`config.mk`:
```
export PLATFORM = sky130hd
export DESIGN_NAME = fit_partition_allocator
export DESIGN_NICKNAME = d
export VERILOG_FILES = /design/src/hdl/fpa_pkg.sv /design/src/hdl/fit_partition_allocator.sv /design/src/hdl/fpa_datapath.sv /design/src/hdl/fpa_controller.sv
export SDC_FILE = /design/constraint.sdc
export NUM_CORES = 1
export LEC_CHECK = 0
export ABC_AREA = 1
export BUFFER_PORTS_ARGS = -buffer_cell sky130_fd_sc_hd__clkbuf_2
export CAP_MARGIN = 20
export CORE_MARGIN = 1.5
export CORE_UTILIZATION = 35
export CTS_CLUSTER_SIZE = 24
export DETAILED_ROUTE_END_ITERATION = 7
export HOLD_SLACK_MARGIN = 0.15
export SKIP_CTS_REPAIR_TIMING = 1
export SYNTH_ARGS = -nofsm -noshare
export SYNTH_HDL_FRONTEND = slang
export SYNTH_HIERARCHICAL = 1
export SYNTH_SLANG_ARGS = --single-unit
```
`constraint.sdc`:
```
create_clock -name i_clk -period 3.55 [get_ports i_clk]
set_input_delay 0.5325 -clock i_clk [delete_from_list [all_inputs] [get_ports i_clk]]
set_output_delay 0.5325 -clock i_clk [all_outputs]
set_load 0.02 [all_outputs]
```
`src/hdl/fpa_pkg.sv`:
```
// Shared types and constants for the partition allocator.
// Holds the controller states, the command and status structs and the register codes.
// No dependencies.
`timescale 1ns / 1ps

package fpa_pkg;

    localparam int CFG_IDX_W  = 1;
    localparam int CFG_DATA_W = 5;
    localparam int AMOUNT_W   = 16;
    localparam int PIDX_W     = 4;

    localparam logic [CFG_IDX_W-1:0] CFG_FIT_MODE   = 1'd0;
    localparam logic [CFG_IDX_W-1:0] CFG_PART_COUNT = 1'd1;

    localparam logic CMD_LOAD    = 1'b0;
    localparam logic CMD_REQUEST = 1'b1;

    localparam logic [1:0] MODE_FIRST = 2'd0;
    localparam logic [1:0] MODE_BEST  = 2'd1;
    localparam logic [1:0] MODE_WORST = 2'd2;

    localparam logic [4:0] COUNT_RESET = 5'd16;

    typedef enum logic [1:0] {
        ST_IDLE,
        ST_SCAN,
        ST_DRAIN,
        ST_COMMIT
    } t_state;

    typedef struct packed {
        logic start;
        logic load_wr;
        logic scan_rd;
        logic commit;
    } t_dp_cmd;

    typedef struct packed {
        logic count_zero;
        logic scan_last;
        logic out_free;
    } t_dp_stat;

endpackage

```
`src/hdl/fit_partition_allocator.sv`:
```
// Partition allocator with first, best and worst fit placement.
// A load item writes the free size memory and gives no result. A request item scans the
// partitions in use, then commits; the commit waits while the result register is occupied,
// and no new item is taken before the commit. The scan reads one partition per cycle. With
// no partitions in use a request skips to commit. Reset clears control and configuration
// only; the free size memory holds nothing valid until each entry is loaded.
`timescale 1ns / 1ps

module fit_partition_allocator
    import fpa_pkg::*;
#(
    parameter int PARTITIONS = 16,
    parameter int SIZE_BITS  = 16
) (
    input  logic                  i_clk,
    input  logic                  i_rst_n,
    input  logic                  i_cfg_we,
    input  logic [CFG_IDX_W-1:0]  i_cfg_index,
    input  logic [CFG_DATA_W-1:0] i_cfg_data,
    input  logic                  i_in_valid,
    output logic                  o_in_ready,
    input  logic                  i_cmd,
    input  logic [PIDX_W-1:0]     i_partition_index,
    input  logic [AMOUNT_W-1:0]   i_amount,
    output logic                  o_out_valid,
    input  logic                  i_out_ready,
    output logic                  o_granted,
    output logic [PIDX_W-1:0]     o_chosen_partition,
    output logic [AMOUNT_W-1:0]   o_space_left
);

    t_dp_cmd  dp_cmd;
    t_dp_stat dp_stat;

    fpa_controller u_controller (
        .i_clk      (i_clk),
        .i_rst_n    (i_rst_n),
        .i_in_valid (i_in_valid),
        .i_cmd      (i_cmd),
        .o_in_ready (o_in_ready),
        .i_dp_stat  (dp_stat),
        .o_dp_cmd   (dp_cmd)
    );

    fpa_datapath #(
        .PARTITIONS (PARTITIONS),
        .SIZE_BITS  (SIZE_BITS)
    ) u_datapath (
        .i_clk              (i_clk),
        .i_rst_n            (i_rst_n),
        .i_cfg_we           (i_cfg_we),
        .i_cfg_index        (i_cfg_index),
        .i_cfg_data         (i_cfg_data),
        .i_dp_cmd           (dp_cmd),
        .o_dp_stat          (dp_stat),
        .i_partition_index  (i_partition_index),
        .i_amount           (i_amount),
        .i_out_ready        (i_out_ready),
        .o_out_valid        (o_out_valid),
        .o_granted          (o_granted),
        .o_chosen_partition (o_chosen_partition),
        .o_space_left       (o_space_left)
    );

endmodule

```
`src/hdl/fpa_datapath.sv`:
```
// Datapath of the partition allocator: free size memory, scan counter, best candidate
// registers, configuration registers and the result register.
// Depends on fpa_pkg.
`timescale 1ns / 1ps

module fpa_datapath
    import fpa_pkg::*;
#(
    parameter int PARTITIONS = 16,
    parameter int SIZE_BITS  = 16
) (
    input  logic                   i_clk,
    input  logic                   i_rst_n,
    input  logic                   i_cfg_we,
    input  logic [CFG_IDX_W-1:0]   i_cfg_index,
    input  logic [CFG_DATA_W-1:0]  i_cfg_data,
    input  t_dp_cmd                i_dp_cmd,
    output t_dp_stat               o_dp_stat,
    input  logic [PIDX_W-1:0]      i_partition_index,
    input  logic [AMOUNT_W-1:0]    i_amount,
    input  logic                   i_out_ready,
    output logic                   o_out_valid,
    output logic                   o_granted,
    output logic [PIDX_W-1:0]      o_chosen_partition,
    output logic [AMOUNT_W-1:0]    o_space_left
);

    localparam int IDX_W = $clog2(PARTITIONS);
    localparam int CNT_W = $clog2(PARTITIONS + 1);
    localparam int CW    = (CNT_W > CFG_DATA_W) ? CNT_W : CFG_DATA_W;
    localparam int VW    = (SIZE_BITS > AMOUNT_W) ? SIZE_BITS : AMOUNT_W;

    logic [SIZE_BITS-1:0] r_mem [PARTITIONS];

    logic [1:0]            r_mode;
    logic [CFG_DATA_W-1:0] r_part_count;
    logic [IDX_W-1:0]      r_scan;
    logic                  r_rd_vld;
    logic [IDX_W-1:0]      r_rd_idx;
    logic [SIZE_BITS-1:0]  r_rd_data;
    logic [AMOUNT_W-1:0]   r_amount;
    logic                  r_found;
    logic [IDX_W-1:0]      r_best_idx;
    logic [SIZE_BITS-1:0]  r_best_val;
    logic                  r_o_valid;
    logic                  r_granted;
    logic [PIDX_W-1:0]     r_chosen;
    logic [AMOUNT_W-1:0]   r_space;

    logic [CW-1:0]                 count_w;
    logic [CW-1:0]                 limit;
    logic [IDX_W+PIDX_W-1:0]       ld_idx_ext;
    logic [SIZE_BITS+AMOUNT_W-1:0] ld_wide;
    logic [SIZE_BITS-1:0]          ld_data;
    logic                          ld_in_range;
    logic                          mem_we;
    logic [IDX_W-1:0]              mem_wa;
    logic [SIZE_BITS-1:0]          mem_wd;
    logic [VW-1:0]                 amt_w;
    logic [VW-1:0]                 rd_w;
    logic                          fits;
    logic                          take;
    logic [SIZE_BITS-1:0]          rem;
    logic [VW-1:0]                 rem_w;
    logic [IDX_W+PIDX_W-1:0]       best_ext;

    assign count_w = CW'(r_part_count);
    assign limit   = (count_w > CW'(PARTITIONS)) ? CW'(PARTITIONS) : count_w;

    assign o_dp_stat.count_zero = (r_part_count == '0);
    assign o_dp_stat.scan_last  = ((CW'(r_scan) + CW'(1)) == limit);
    assign o_dp_stat.out_free   = !r_o_valid || i_out_ready;

    assign ld_idx_ext  = {{IDX_W{1'b0}}, i_partition_index};
    assign ld_in_range = (32'(i_partition_index) < PARTITIONS);
    assign ld_wide     = {{SIZE_BITS{1'b0}}, i_amount};
    assign ld_data     = (|(ld_wide >> SIZE_BITS)) ? {SIZE_BITS{1'b1}}
                                                   : ld_wide[SIZE_BITS-1:0];

    assign amt_w = VW'(r_amount);
    assign rd_w  = VW'(r_rd_data);
    assign fits  = (rd_w >= amt_w);
    assign rem   = r_best_val - amt_w[SIZE_BITS-1:0];
    assign rem_w = VW'(rem);
    assign best_ext = {{PIDX_W{1'b0}}, r_best_idx};

    always_comb begin
        take = 1'b0;
        if (r_rd_vld && fits) begin
            if (!r_found) begin
                take = 1'b1;
            end else begin
                case (r_mode)
                    MODE_BEST:  take = (r_rd_data < r_best_val);
                    MODE_WORST: take = (r_rd_data > r_best_val);
                    default:    take = 1'b0;
                endcase
            end
        end
    end

    always_comb begin
        mem_we = 1'b0;
        mem_wa = r_best_idx;
        mem_wd = rem;
        if (i_dp_cmd.load_wr) begin
            mem_we = ld_in_range;
            mem_wa = ld_idx_ext[IDX_W-1:0];
            mem_wd = ld_data;
        end else if (i_dp_cmd.commit) begin
            mem_we = r_found;
        end
    end

    always_ff @(posedge i_clk) begin
        if (mem_we) begin
            r_mem[mem_wa] <= mem_wd;
        end
        if (i_dp_cmd.scan_rd) begin
            r_rd_data <= r_mem[r_scan];
        end
    end

    always_ff @(posedge i_clk) begin
        if (!i_rst_n) begin
            r_mode       <= MODE_FIRST;
            r_part_count <= COUNT_RESET;
        end else if (i_cfg_we) begin
            unique case (i_cfg_index)
                CFG_FIT_MODE:   r_mode       <= i_cfg_data[1:0];
                CFG_PART_COUNT: r_part_count <= i_cfg_data;
                default:        r_mode       <= r_mode;
            endcase
        end
    end

    always_ff @(posedge i_clk) begin
        if (!i_rst_n) begin
            r_scan    <= '0;
            r_rd_vld  <= 1'b0;
            r_found   <= 1'b0;
            r_o_valid <= 1'b0;
        end else begin
            r_rd_vld <= i_dp_cmd.scan_rd;
            if (i_dp_cmd.start) begin
                r_scan  <= '0;
                r_found <= 1'b0;
            end else begin
                if (i_dp_cmd.scan_rd) begin
                    r_scan <= r_scan + IDX_W'(1);
                end
                if (take) begin
                    r_found <= 1'b1;
                end
            end
            if (i_dp_cmd.commit) begin
                r_o_valid <= 1'b1;
            end else if (i_out_ready) begin
                r_o_valid <= 1'b0;
            end
        end
    end

    always_ff @(posedge i_clk) begin
        if (i_dp_cmd.start) begin
            r_amount <= i_amount;
        end
        if (i_dp_cmd.scan_rd) begin
            r_rd_idx <= r_scan;
        end
        if (take) begin
            r_best_idx <= r_rd_idx;
            r_best_val <= r_rd_data;
        end
        if (i_dp_cmd.commit) begin
            r_granted <= r_found;
            r_chosen  <= r_found ? best_ext[PIDX_W-1:0] : '0;
            r_space   <= r_found ? rem_w[AMOUNT_W-1:0] : '0;
        end
    end

    assign o_out_valid        = r_o_valid;
    assign o_granted          = r_granted;
    assign o_chosen_partition = r_chosen;
    assign o_space_left       = r_space;

    a_commit_shows: assert property (@(posedge i_clk) disable iff (!i_rst_n)
        i_dp_cmd.commit |=> r_o_valid)
        else $error("Result register not loaded after commit.");

    a_scan_in_range: assert property (@(posedge i_clk) disable iff (!i_rst_n)
        r_rd_vld |-> (CW'(r_rd_idx) < limit))
        else $error("Scan read beyond the active partitions.");

    a_start_clears: assert property (@(posedge i_clk) disable iff (!i_rst_n)
        i_dp_cmd.start |=> !r_found)
        else $error("Candidate flag survived the start of a request.");

endmodule

```
`src/hdl/fpa_controller.sv`:
```
// Controller of the partition allocator: sequences loads, the partition scan and the commit.
// Depends on fpa_pkg.
`timescale 1ns / 1ps

module fpa_controller
    import fpa_pkg::*;
(
    input  logic     i_clk,
    input  logic     i_rst_n,
    input  logic     i_in_valid,
    input  logic     i_cmd,
    output logic     o_in_ready,
    input  t_dp_stat i_dp_stat,
    output t_dp_cmd  o_dp_cmd
);

    t_state r_state;
    t_state n_state;
    logic   accept;

    assign accept = i_in_valid && (r_state == ST_IDLE);

    always_comb begin
        n_state = r_state;
        unique case (r_state)
            ST_IDLE: begin
                if (accept && (i_cmd == CMD_REQUEST)) begin
                    n_state = i_dp_stat.count_zero ? ST_COMMIT : ST_SCAN;
                end
            end
            ST_SCAN: begin
                if (i_dp_stat.scan_last) begin
                    n_state = ST_DRAIN;
                end
            end
            ST_DRAIN: begin
                n_state = ST_COMMIT;
            end
            ST_COMMIT: begin
                if (i_dp_stat.out_free) begin
                    n_state = ST_IDLE;
                end
            end
            default: n_state = ST_IDLE;
        endcase
    end

    always_comb begin
        o_in_ready = 1'b0;
        o_dp_cmd   = '0;
        unique case (r_state)
            ST_IDLE: begin
                o_in_ready       = 1'b1;
                o_dp_cmd.start   = accept && (i_cmd == CMD_REQUEST);
                o_dp_cmd.load_wr = accept && (i_cmd == CMD_LOAD);
            end
            ST_SCAN: begin
                o_dp_cmd.scan_rd = 1'b1;
            end
            ST_DRAIN: begin
                o_dp_cmd = '0;
            end
            ST_COMMIT: begin
                o_dp_cmd.commit = i_dp_stat.out_free;
            end
            default: o_dp_cmd = '0;
        endcase
    end

    always_ff @(posedge i_clk) begin
        if (!i_rst_n) begin
            r_state <= ST_IDLE;
        end else begin
            r_state <= n_state;
        end
    end

    a_request_scans: assert property (@(posedge i_clk) disable iff (!i_rst_n)
        (accept && (i_cmd == CMD_REQUEST) && !i_dp_stat.count_zero) |=> (r_state == ST_SCAN))
        else $error("Request did not start a scan.");

    a_no_scan_empty: assert property (@(posedge i_clk) disable iff (!i_rst_n)
        o_dp_cmd.scan_rd |-> !i_dp_stat.count_zero)
        else $error("Scan issued with no partitions in use.");

    a_commit_free: assert property (@(posedge i_clk) disable iff (!i_rst_n)
        o_dp_cmd.commit |-> i_dp_stat.out_free)
        else $error("Commit while the result register is still occupied.");

endmodule

```
* After elaboration in Yosys (flattened, before gate mapping)
Memories as Yosys holds them, arrays and structs flattened. A register that Yosys moved wholly into a read port is not among the register bits. Index checks and enable logic that the tools add are counted.
Storage, ports and cells: register bits 77, RAM bits 256, input bits 32, output and inout bits 23, logic and storage cells 68, memories kept 1
Memories:
- u_datapath.r_mem | words 16, bits a word 16, rd ports 1, clocked after memory_dff 1, write ports 1, RTL line fpa_datapath.sv:33 | logic [SIZE_BITS-1:0] r_mem [PARTITIONS];
Operators by class: add/subtract/negate cells 3, $lt $le $gt $ge 4, equality and inequality tests 9, muxes and demuxes 21, bitwise logic cells 3, reductions and logical operators 13
Operator list (count):
- 16-bit >= comparator | 1
- 16-bit > comparator | 1
- 16-bit less-than comparator | 1
- 16-bit 2-to-1 mux | 1
- 16-bit subtractor | 1
- 1-bit 2-to-1 mux | 11
- 2-bit 2-to-1 mux | 5
- 2-bit one-hot mux with 4 select lines | 1
- 2-bit equality test, second input constant | 3
- 4-bit by 1-bit adder with 5-bit output, second input constant | 1
- 5-bit equality test | 1
- 5-bit > comparator, second input constant | 1
- 5-bit logical NOT | 1
- 5-bit 2-to-1 mux | 1
- 4-bit by 1-bit adder with 4-bit output, second input constant | 1
- 2-bit by 1-bit equality test with 1-bit output, second input constant | 2
- 1-bit logical AND | 4
- 4-bit 2-to-1 mux | 1
- 2-bit != test, second input constant | 2
- 2-bit AND reduction | 2
- 1-bit NOT | 3
- 3-bit AND reduction | 1
- 2-bit logical NOT | 1
- 2-bit by 1-bit != test with 1-bit output, second input constant | 1
- 5 further kinds | 5

* Longest topological paths before layout
Gate-level depths: netlist of run 1.
depth after elaboration 7, mapped depth 14, gate-level depth less buffers 14

* Cells and area by module
Netlist of run 1, hierarchy kept.
By module, submodules not included:
- fpa_datapath | instances 1, cells an instance 1217, area each 14916.8 sq um, seq. area each 10279.9 sq um
- fpa_controller | instances 1, cells an instance 37, area each 217.7 sq um, seq. area each 40.0 sq um

* Worst setup path after synthesis of run 1
OpenSTA, ideal clock, no wires.
path type reg2reg, start register u_controller.r_state[0], end memory u_datapath.r_mem[0][0], enable pin, setup time 0.388 ns, arrival time 2.489 ns, data required time 3.162 ns, slack 0.673 ns, stages on the path, launching flop included 11, period minus slack after synthesis 2.877 ns, cells stage by stage dfxtp_1 > inv_1 > ha_1 > nand2_1 > nor2_1 > inv_1 > buf_2 > or2_2 > o21ai_0 > nand3_1 > nor2_1
RTL lines:
- from (decl) | RTL line fpa_controller.sv:17 | t_state r_state;
- from (signal assigned) | RTL line fpa_controller.sv:74 | r_state <= n_state;
- to (decl) | RTL line fpa_datapath.sv:33

==> metrics, run 1 <==
CTS buffer count 36; Syn Std Cell Area 15130 um^2; Buf/Inv on CP 3; met2 GRT Util 0.2622; fin util 0.4055; Hold WC Path Type in2reg; Die H 210.9 um; period utilization 0.8250; met1 Use GR 0.2238; global-route wire length before repair 55.21 mm; compound-gate portion of the synthesized area 0.09292; dpl hpwl 23.20 mm; final slew viol count 0; Routability Congestion 0.8557; Vias/cell 5.002; async set-reset flop share out of synthesis 0; fin crit period 2.929 ns; Post-synth EDFFs 333; port bufs 54; delay-heaviest family, CP simple AND/OR/NAND/NOR gates; layout cells sized above 1 0.1265; max_cap viols 0; H-tree levels 2; gr usage total 0.1626; Cells after DPL 1879; Starting Density 0.3529; post-synthesis area per instance 12.07 um^2; setup violators final 0; number of global-route vias before repair 9526; Worst-Skew Late Latency 0.52 ns; Diodes inserted 0; initial antenna violation count 0; clk slew on worst S/H paths 0.06 ns; routed vias 9728; mux contribution to synthesized area 0.01653; synth warn 6; WP data arrival 3.13 ns; TritonCTS clock tree built; Worst setup EP type flop; pwr dens 686.9 nW/um^2; Non-Filler Instances 1945; critical path launch point type flop; DR WL/cell 18.40 um; largest net degree at the start of global routing 133; Hold Violations, Final 0; Slowest cell on crit path o21ai_0; critical path peak fanout 30; Sink Count 349; IR drop worst, VDD 291.1 uV; top area cells in the synthesized netlist edfxtp_1 (66%), nor2_1 (5.1%), ha_1 (4.5%); Post-synth top flop edfxtp_1; post-synthesis cell count 1254; Unique masters post-synth 39; drt initial violations 851; unrepaired setup endpoints after global routing no; top cell type's share of synthesized area 0.6607; min setup slack post-route 0.6212 ns; worst slack, placed 0.4995 ns; met3 usage 0.02141; sequential share of the synthesized area 0.6819; Pleak 6.340 nW; row cnt 76; # nets final 1421; Slew Limit Headroom 0.3796; fillcell total 3980; Synth area leader edfxtp_1; multi-input logic area 4248 um^2; Post-Synth Simple-Gate Area 0.1150; Clock Tree Root clkbuf_16; Die Area 44500 um^2; max incr delay on CP 0.63 ns; register area 10330 um^2; synthesis-to-finish area growth 14.91%; Core Footprint 42890 um^2; largest family of logic cells by synthesized area simple AND/OR/NAND/NOR gates; Setup Skew 0.01588 ns; clk buf depth 3; critical path class reg2reg; outcome finished clean; Routed WL 35.79 mm; fmax 341.4 MHz; Post-route DRC 0; FF+latch count, synth 349; Boundary Pins 55; Die Wd 210.9 um; DRT Pass-1 Iters 5; total global routing overflow 0; Post-Synth Adder-Cell Area 0.04597; Synth Area in XOR/XNOR 0.006944; Net Count, Synth 1341; Most Crowded Layer GR met2; crit path cell chain inv_1 -> ha_1 -> nand2_1 -> nor2_2 -> buf_4 -> o21ai_0 -> nand3_1 -> nor2_2 -> buf_4; Worst Path Required 3.75 ns; Antenna Violating Nets Remaining 0; Setup TNS 0 ns; Slew @ Worst Pin 0.9307 ns
-- routing by layer --
layer / vias up / part of all wire
met3: 49 / 0.054
met4: 0 / 0.033
li1: 4655 / -
met2: 282 / 0.46
met5: - / 0
met1: 4742 / 0.46
-- per-stage QoR --
step,cell area [um^2],total power (W),hold slack [ns]
2_1_floorplan,15130,0.007266,0.4003
3_3_place_gp,16260,0.008391,0.4024
3_5_place_dp,16260,0.008450,0.4054
4_1_cts,17370,0.01205,0.1919
5_1_grt,17390,0.01253,0.1980
6_report,17390,0.01195,0.2123
-- synth_stat cells (2+ instances only) --
master    count
a21o_1        4
a21oi_1      38
buf_1         5
buf_2        13
buf_4         3
buf_6         2
clkbuf_1     27
clkinv_1      2
dfxtp_1      16
edfxtp_1    333
ha_1         54
inv_1        98
inv_2         3
mux2i_1      25
nand2_1     157
nand3_1      50
nand3b_1      2
nand4_1       6
nor2_1      206
nor3_1        3
nor4_1        2
o211ai_1     15
o21ai_0     103
o21ai_2       2
o21bai_1      3
o221ai_1     18
o22ai_1       7
o32ai_1      32
or2_2         5
xnor2_1       4
xor2_1        8
-- flip-flops by register name (all words and copies together), names as in the netlist --
signal,cells
u_datapath/r_best_idx,4
u_controller/r_state,2
u_datapath/r_mem,256
u_datapath/amt_w,16
u_datapath/o_space_left,16
u_datapath/r_best_val,16
u_datapath/r_rd_data,16
u_datapath/r_found,1
u_datapath/r_rd_vld,1
u_datapath/r_scan,4
u_datapath/r_mode,2
u_datapath/o_granted,1
u_datapath/o_out_valid,1
u_datapath/r_rd_idx,4
u_datapath/count_w,5
u_datapath/o_chosen_partition,4
-- layout make-up --
| type | count | area share |
|---|---|---|
| flip-flops and latches | 349 | 0.5938 |
| multi-input cells | 752 | 0.2442 |
| clock buffers | 46 | 0.05518 |
| repair buffers | 92 | 0.03381 |
| well taps | 585 | 0.04209 |
| inverters | 103 | 0.02230 |
| clock inverters | 18 | 0.008561 |
-- power by group --
group          internal, W  leakage (nW)  switching [W]
registers          0.00521          3.15       0.000191
clock network      0.00207         0.539        0.00151
logic             0.000860          2.65        0.00211
total              0.00813          6.34        0.00381
-- worst reg2reg max path: cells and delay by family (launching register included) --
kind / cells / cell delay, ns
and+or+nand+nor: 4 / 0.72
DFF: 1 / 0.38
AOI/OAI and AO/OA: 1 / 0.64
adders and majority gates: 1 / 0.29
buffers and inverters: 3 / 0.59
-- logic make-up (layout without fill, tap and decap cells) --
kind of cell             Yosys count  after routing
XOR/XNOR                          12             12
multiplexers                      25             25
adder cells (fa/ha/maj)           55             55
AND/OR/NAND/NOR                  433            433
AO/OA/AOI/OAI                    227            227
flip-flops                       349            349
buffers and inverters            153            259
-- placed cells by master (no fill, tap or decap), types with 4 or more instances in the layout --
cell / instances
a21o_1: 4
a21oi_1: 37
buf_4: 35
clkbuf_1: 9
clkbuf_16: 37
clkbuf_2: 54
clkinv_1: 9
clkinv_2: 5
dfxtp_1: 14
edfxtp_1: 333
ha_1: 54
inv_1: 98
mux2i_1: 25
nand2_1: 157
nand3_1: 50
nand4_1: 6
nor2_1: 189
nor2_2: 17
o211ai_1: 15
o21ai_0: 100
o221ai_1: 18
o22ai_1: 7
o32ai_1: 32
or2_2: 5
xnor2_1: 4
xor2_1: 8
-- path summary, 6_finish.rpt --
| check | startpoint | end | slack [ns] | cells after the start |
|---|---|---|---|---|
| max reg2reg | u_controller/r_state[0]$_SDFFE_PN0P_ | u_datapath/r_mem[8][1]$_DFFE_PP_ | 0.62 | 9 |
| min | i_amount[13] | u_datapath/amt_w[13]$_DFFE_PP_ | 0.21 | 1 |
| min reg2reg | u_datapath/r_rd_idx[2]$_DFFE_PP_ | u_datapath/r_best_idx[2]$_DFFE_PP_ | 0.41 | 0 |
| max | u_controller/r_state[0]$_SDFFE_PN0P_ | u_datapath/r_mem[8][1]$_DFFE_PP_ | 0.62 | 9 |
No activity file was read; power rests on OpenSTA's default activity.
==> run 2: changes to the inputs <==
- clock period: 3.55 -> 2.8 ns (I/O delays scaled with it)
==> metrics, run 2 (synthesis results as in run 1) <==
outcome finished clean; Slew @ Worst Pin 0.8243 ns; Hold WC Path Type in2reg; final slew viol count 0; design area 17900 um^2; pwr dens 864.7 nW/um^2; H-tree levels 2; Slew Limit Headroom 0.4505; critical path peak fanout 16; max layer used met4; Post-route DRC 0; Sink Count 349; Core Footprint 42890 um^2; combinational share of power 0.242; Routability Congestion 0.8832; Reg with most FFs u_datapath/r_mem; gr usage total 0.1662; IR drop worst, VDD 369.9 uV; WP data arrival 2.84 ns; Setup TNS 0 ns; Clock power frac 0.315; most common library cell in the layout ignoring fill and taps edfxtp_1; fillcell total 3961; Pint 0.01068 W; layout cells sized above 1 0.1365; initial antenna violation count 0; max incr delay on CP 0.34 ns; period utilization 0.9350; met3 wire length 2.012 mm; NetSw 0.004805 W; Setup Skew 0.01517 ns; Pleak 6.579 nW; crit path cell chain inv_1 -> ha_1 -> nand2_1 -> nor2_2 -> inv_1 -> or2_2 -> o21ai_0 -> nand2_1 -> nor2_2 -> buf_12; total global routing overflow 0; setup violators final 0; Vias/cell 5.066; number of global-route vias before repair 9680; met2 wire length 17.34 mm; global-route wire length before repair 56.21 mm; routed vias 10.05k; port bufs 54; delay-heaviest family, CP simple AND/OR/NAND/NOR gates; largest net degree at the start of global routing 89; DR WL/cell 18.65 um; Routed WL 37.01 mm; dpl hpwl 24.09 mm; Die Wd 210.9 um; fmax 382.0 MHz; Worst setup EP type flop; Post-DP Area 16520 um^2; Buf/Inv on CP 3; Hold Violations, Final 0; sequential power share 0.443; Total Power 0.01548 W; Slowest cell on crit path dfxtp_1; Die H 210.9 um; CTS buffer count 37; Worst-Skew Late Latency 0.53 ns; most frequent cells in the layout edfxtp_1 (333), nor2_1 (189), nand2_1 (156); WL met1 16.83 mm; fin crit period 2.618 ns; synthesis-to-finish area growth 18.30%; # nets final 1458; row cnt 76; switching share of power 0.3104; max_cap viols 0; Diodes inserted 0; Die Area 44500 um^2; Clock Tree Root clkbuf_16; clk buf depth 3; Largest register FFs 256; Worst Path Required 3.02 ns; critical path launch point type flop; critical path class reg2reg; TritonCTS clock tree built; DRT Pass-1 Iters 5; clk slew on worst S/H paths 0.06 ns; unrepaired setup endpoints after global routing no; Antenna Violating Nets Remaining 0; Boundary Pins 55; drt initial violations 953; Starting Density 0.3529
## run 2: cell types whose count changed in the layout (fill, tap and decap cells not counted), moves of 2 or more
cell / before / now
dlygate4sd3_1: 0 / 17
clkbuf_1: 9 / 7
inv_6: 3 / 1
bufinv_16: 2 / 5
buf_12: 2 / 11
clkinv_1: 9 / 14
buf_4: 35 / 46
clkinv_8: 0 / 2
## run 2: power groups by stage
| stage | logic [W] | registers, W | clock network (W) |
|---|---|---|---|
| after global placement | 0.00364 | 0.00696 | 0 |
| after global routing | 0.00415 | 0.00690 | 0.00516 |
| final | 0.00374 | 0.00686 | 0.00488 |
| after CTS | 0.00371 | 0.00686 | 0.00496 |
| after detailed placement | 0.00370 | 0.00697 | 0 |
| after floorplan | 0.00236 | 0.00686 | 0 |
## run 2: per-stage QoR
step / setup WS (ns) / hold slack (ns) / cells / util
floorplan: -0.07739 / 0.4003 / 1254 / -
global placement: 0.1818 / 0.4047 / 1899 / 0.3852
detailed placement: 0.1439 / 0.4057 / 1899 / 0.3852
CTS: 0.1168 / 0.08396 / 1966 / 0.4133
global route: 0.02388 / 0.2131 / 1984 / 0.4175
finish: 0.1819 / 0.2063 / 1984 / 0.4175
## run 2: area by class of cell
cell class | count | area [um^2] | area share
Clock inverter | 23 | 251.5 | 0.01405
Sequential cell | 349 | 10330 | 0.5768
Tap cell | 585 | 732.0 | 0.04088
Multi-Input combinational cell | 752 | 4247 | 0.2372
Timing Repair Buffer | 128 | 1006 | 0.05619
Inverter | 103 | 387.9 | 0.02166
Clock buffer | 44 | 952.2 | 0.05318
## run 2: final timing paths
| check | cells past startpoint | slack (ns) | to | startpoint |
|---|---|---|---|---|
| worst max-delay path | 10 | 0.18 | u_datapath/r_mem[1][10]$_DFFE_PP_ | u_controller/r_state[0]$_SDFFE_PN0P_ |
| worst min-delay path | 3 | 0.21 | u_datapath/count_w[3]$_SDFFE_PN0P_ | i_cfg_data[3] |
| worst max register to register | 10 | 0.18 | u_datapath/r_mem[1][10]$_DFFE_PP_ | u_controller/r_state[0]$_SDFFE_PN0P_ |
| worst min register to register | 0 | 0.42 | u_datapath/r_best_idx[1]$_DFFE_PP_ | u_datapath/r_rd_idx[1]$_DFFE_PP_ |
## run 2: tightest hold or removal path: stages
cell and delay, ns:
clkbuf_2 0.07, o21ai_0 0.07, a21oi_1 0.12
## run 2: per-layer routing
metal / track usage / vias up
met5: 0 / -
met4: 0.05123 / 0
met3: 0.02349 / 56
met2: 0.2696 / 289
met1: 0.2314 / 4976
li1: - / 4729
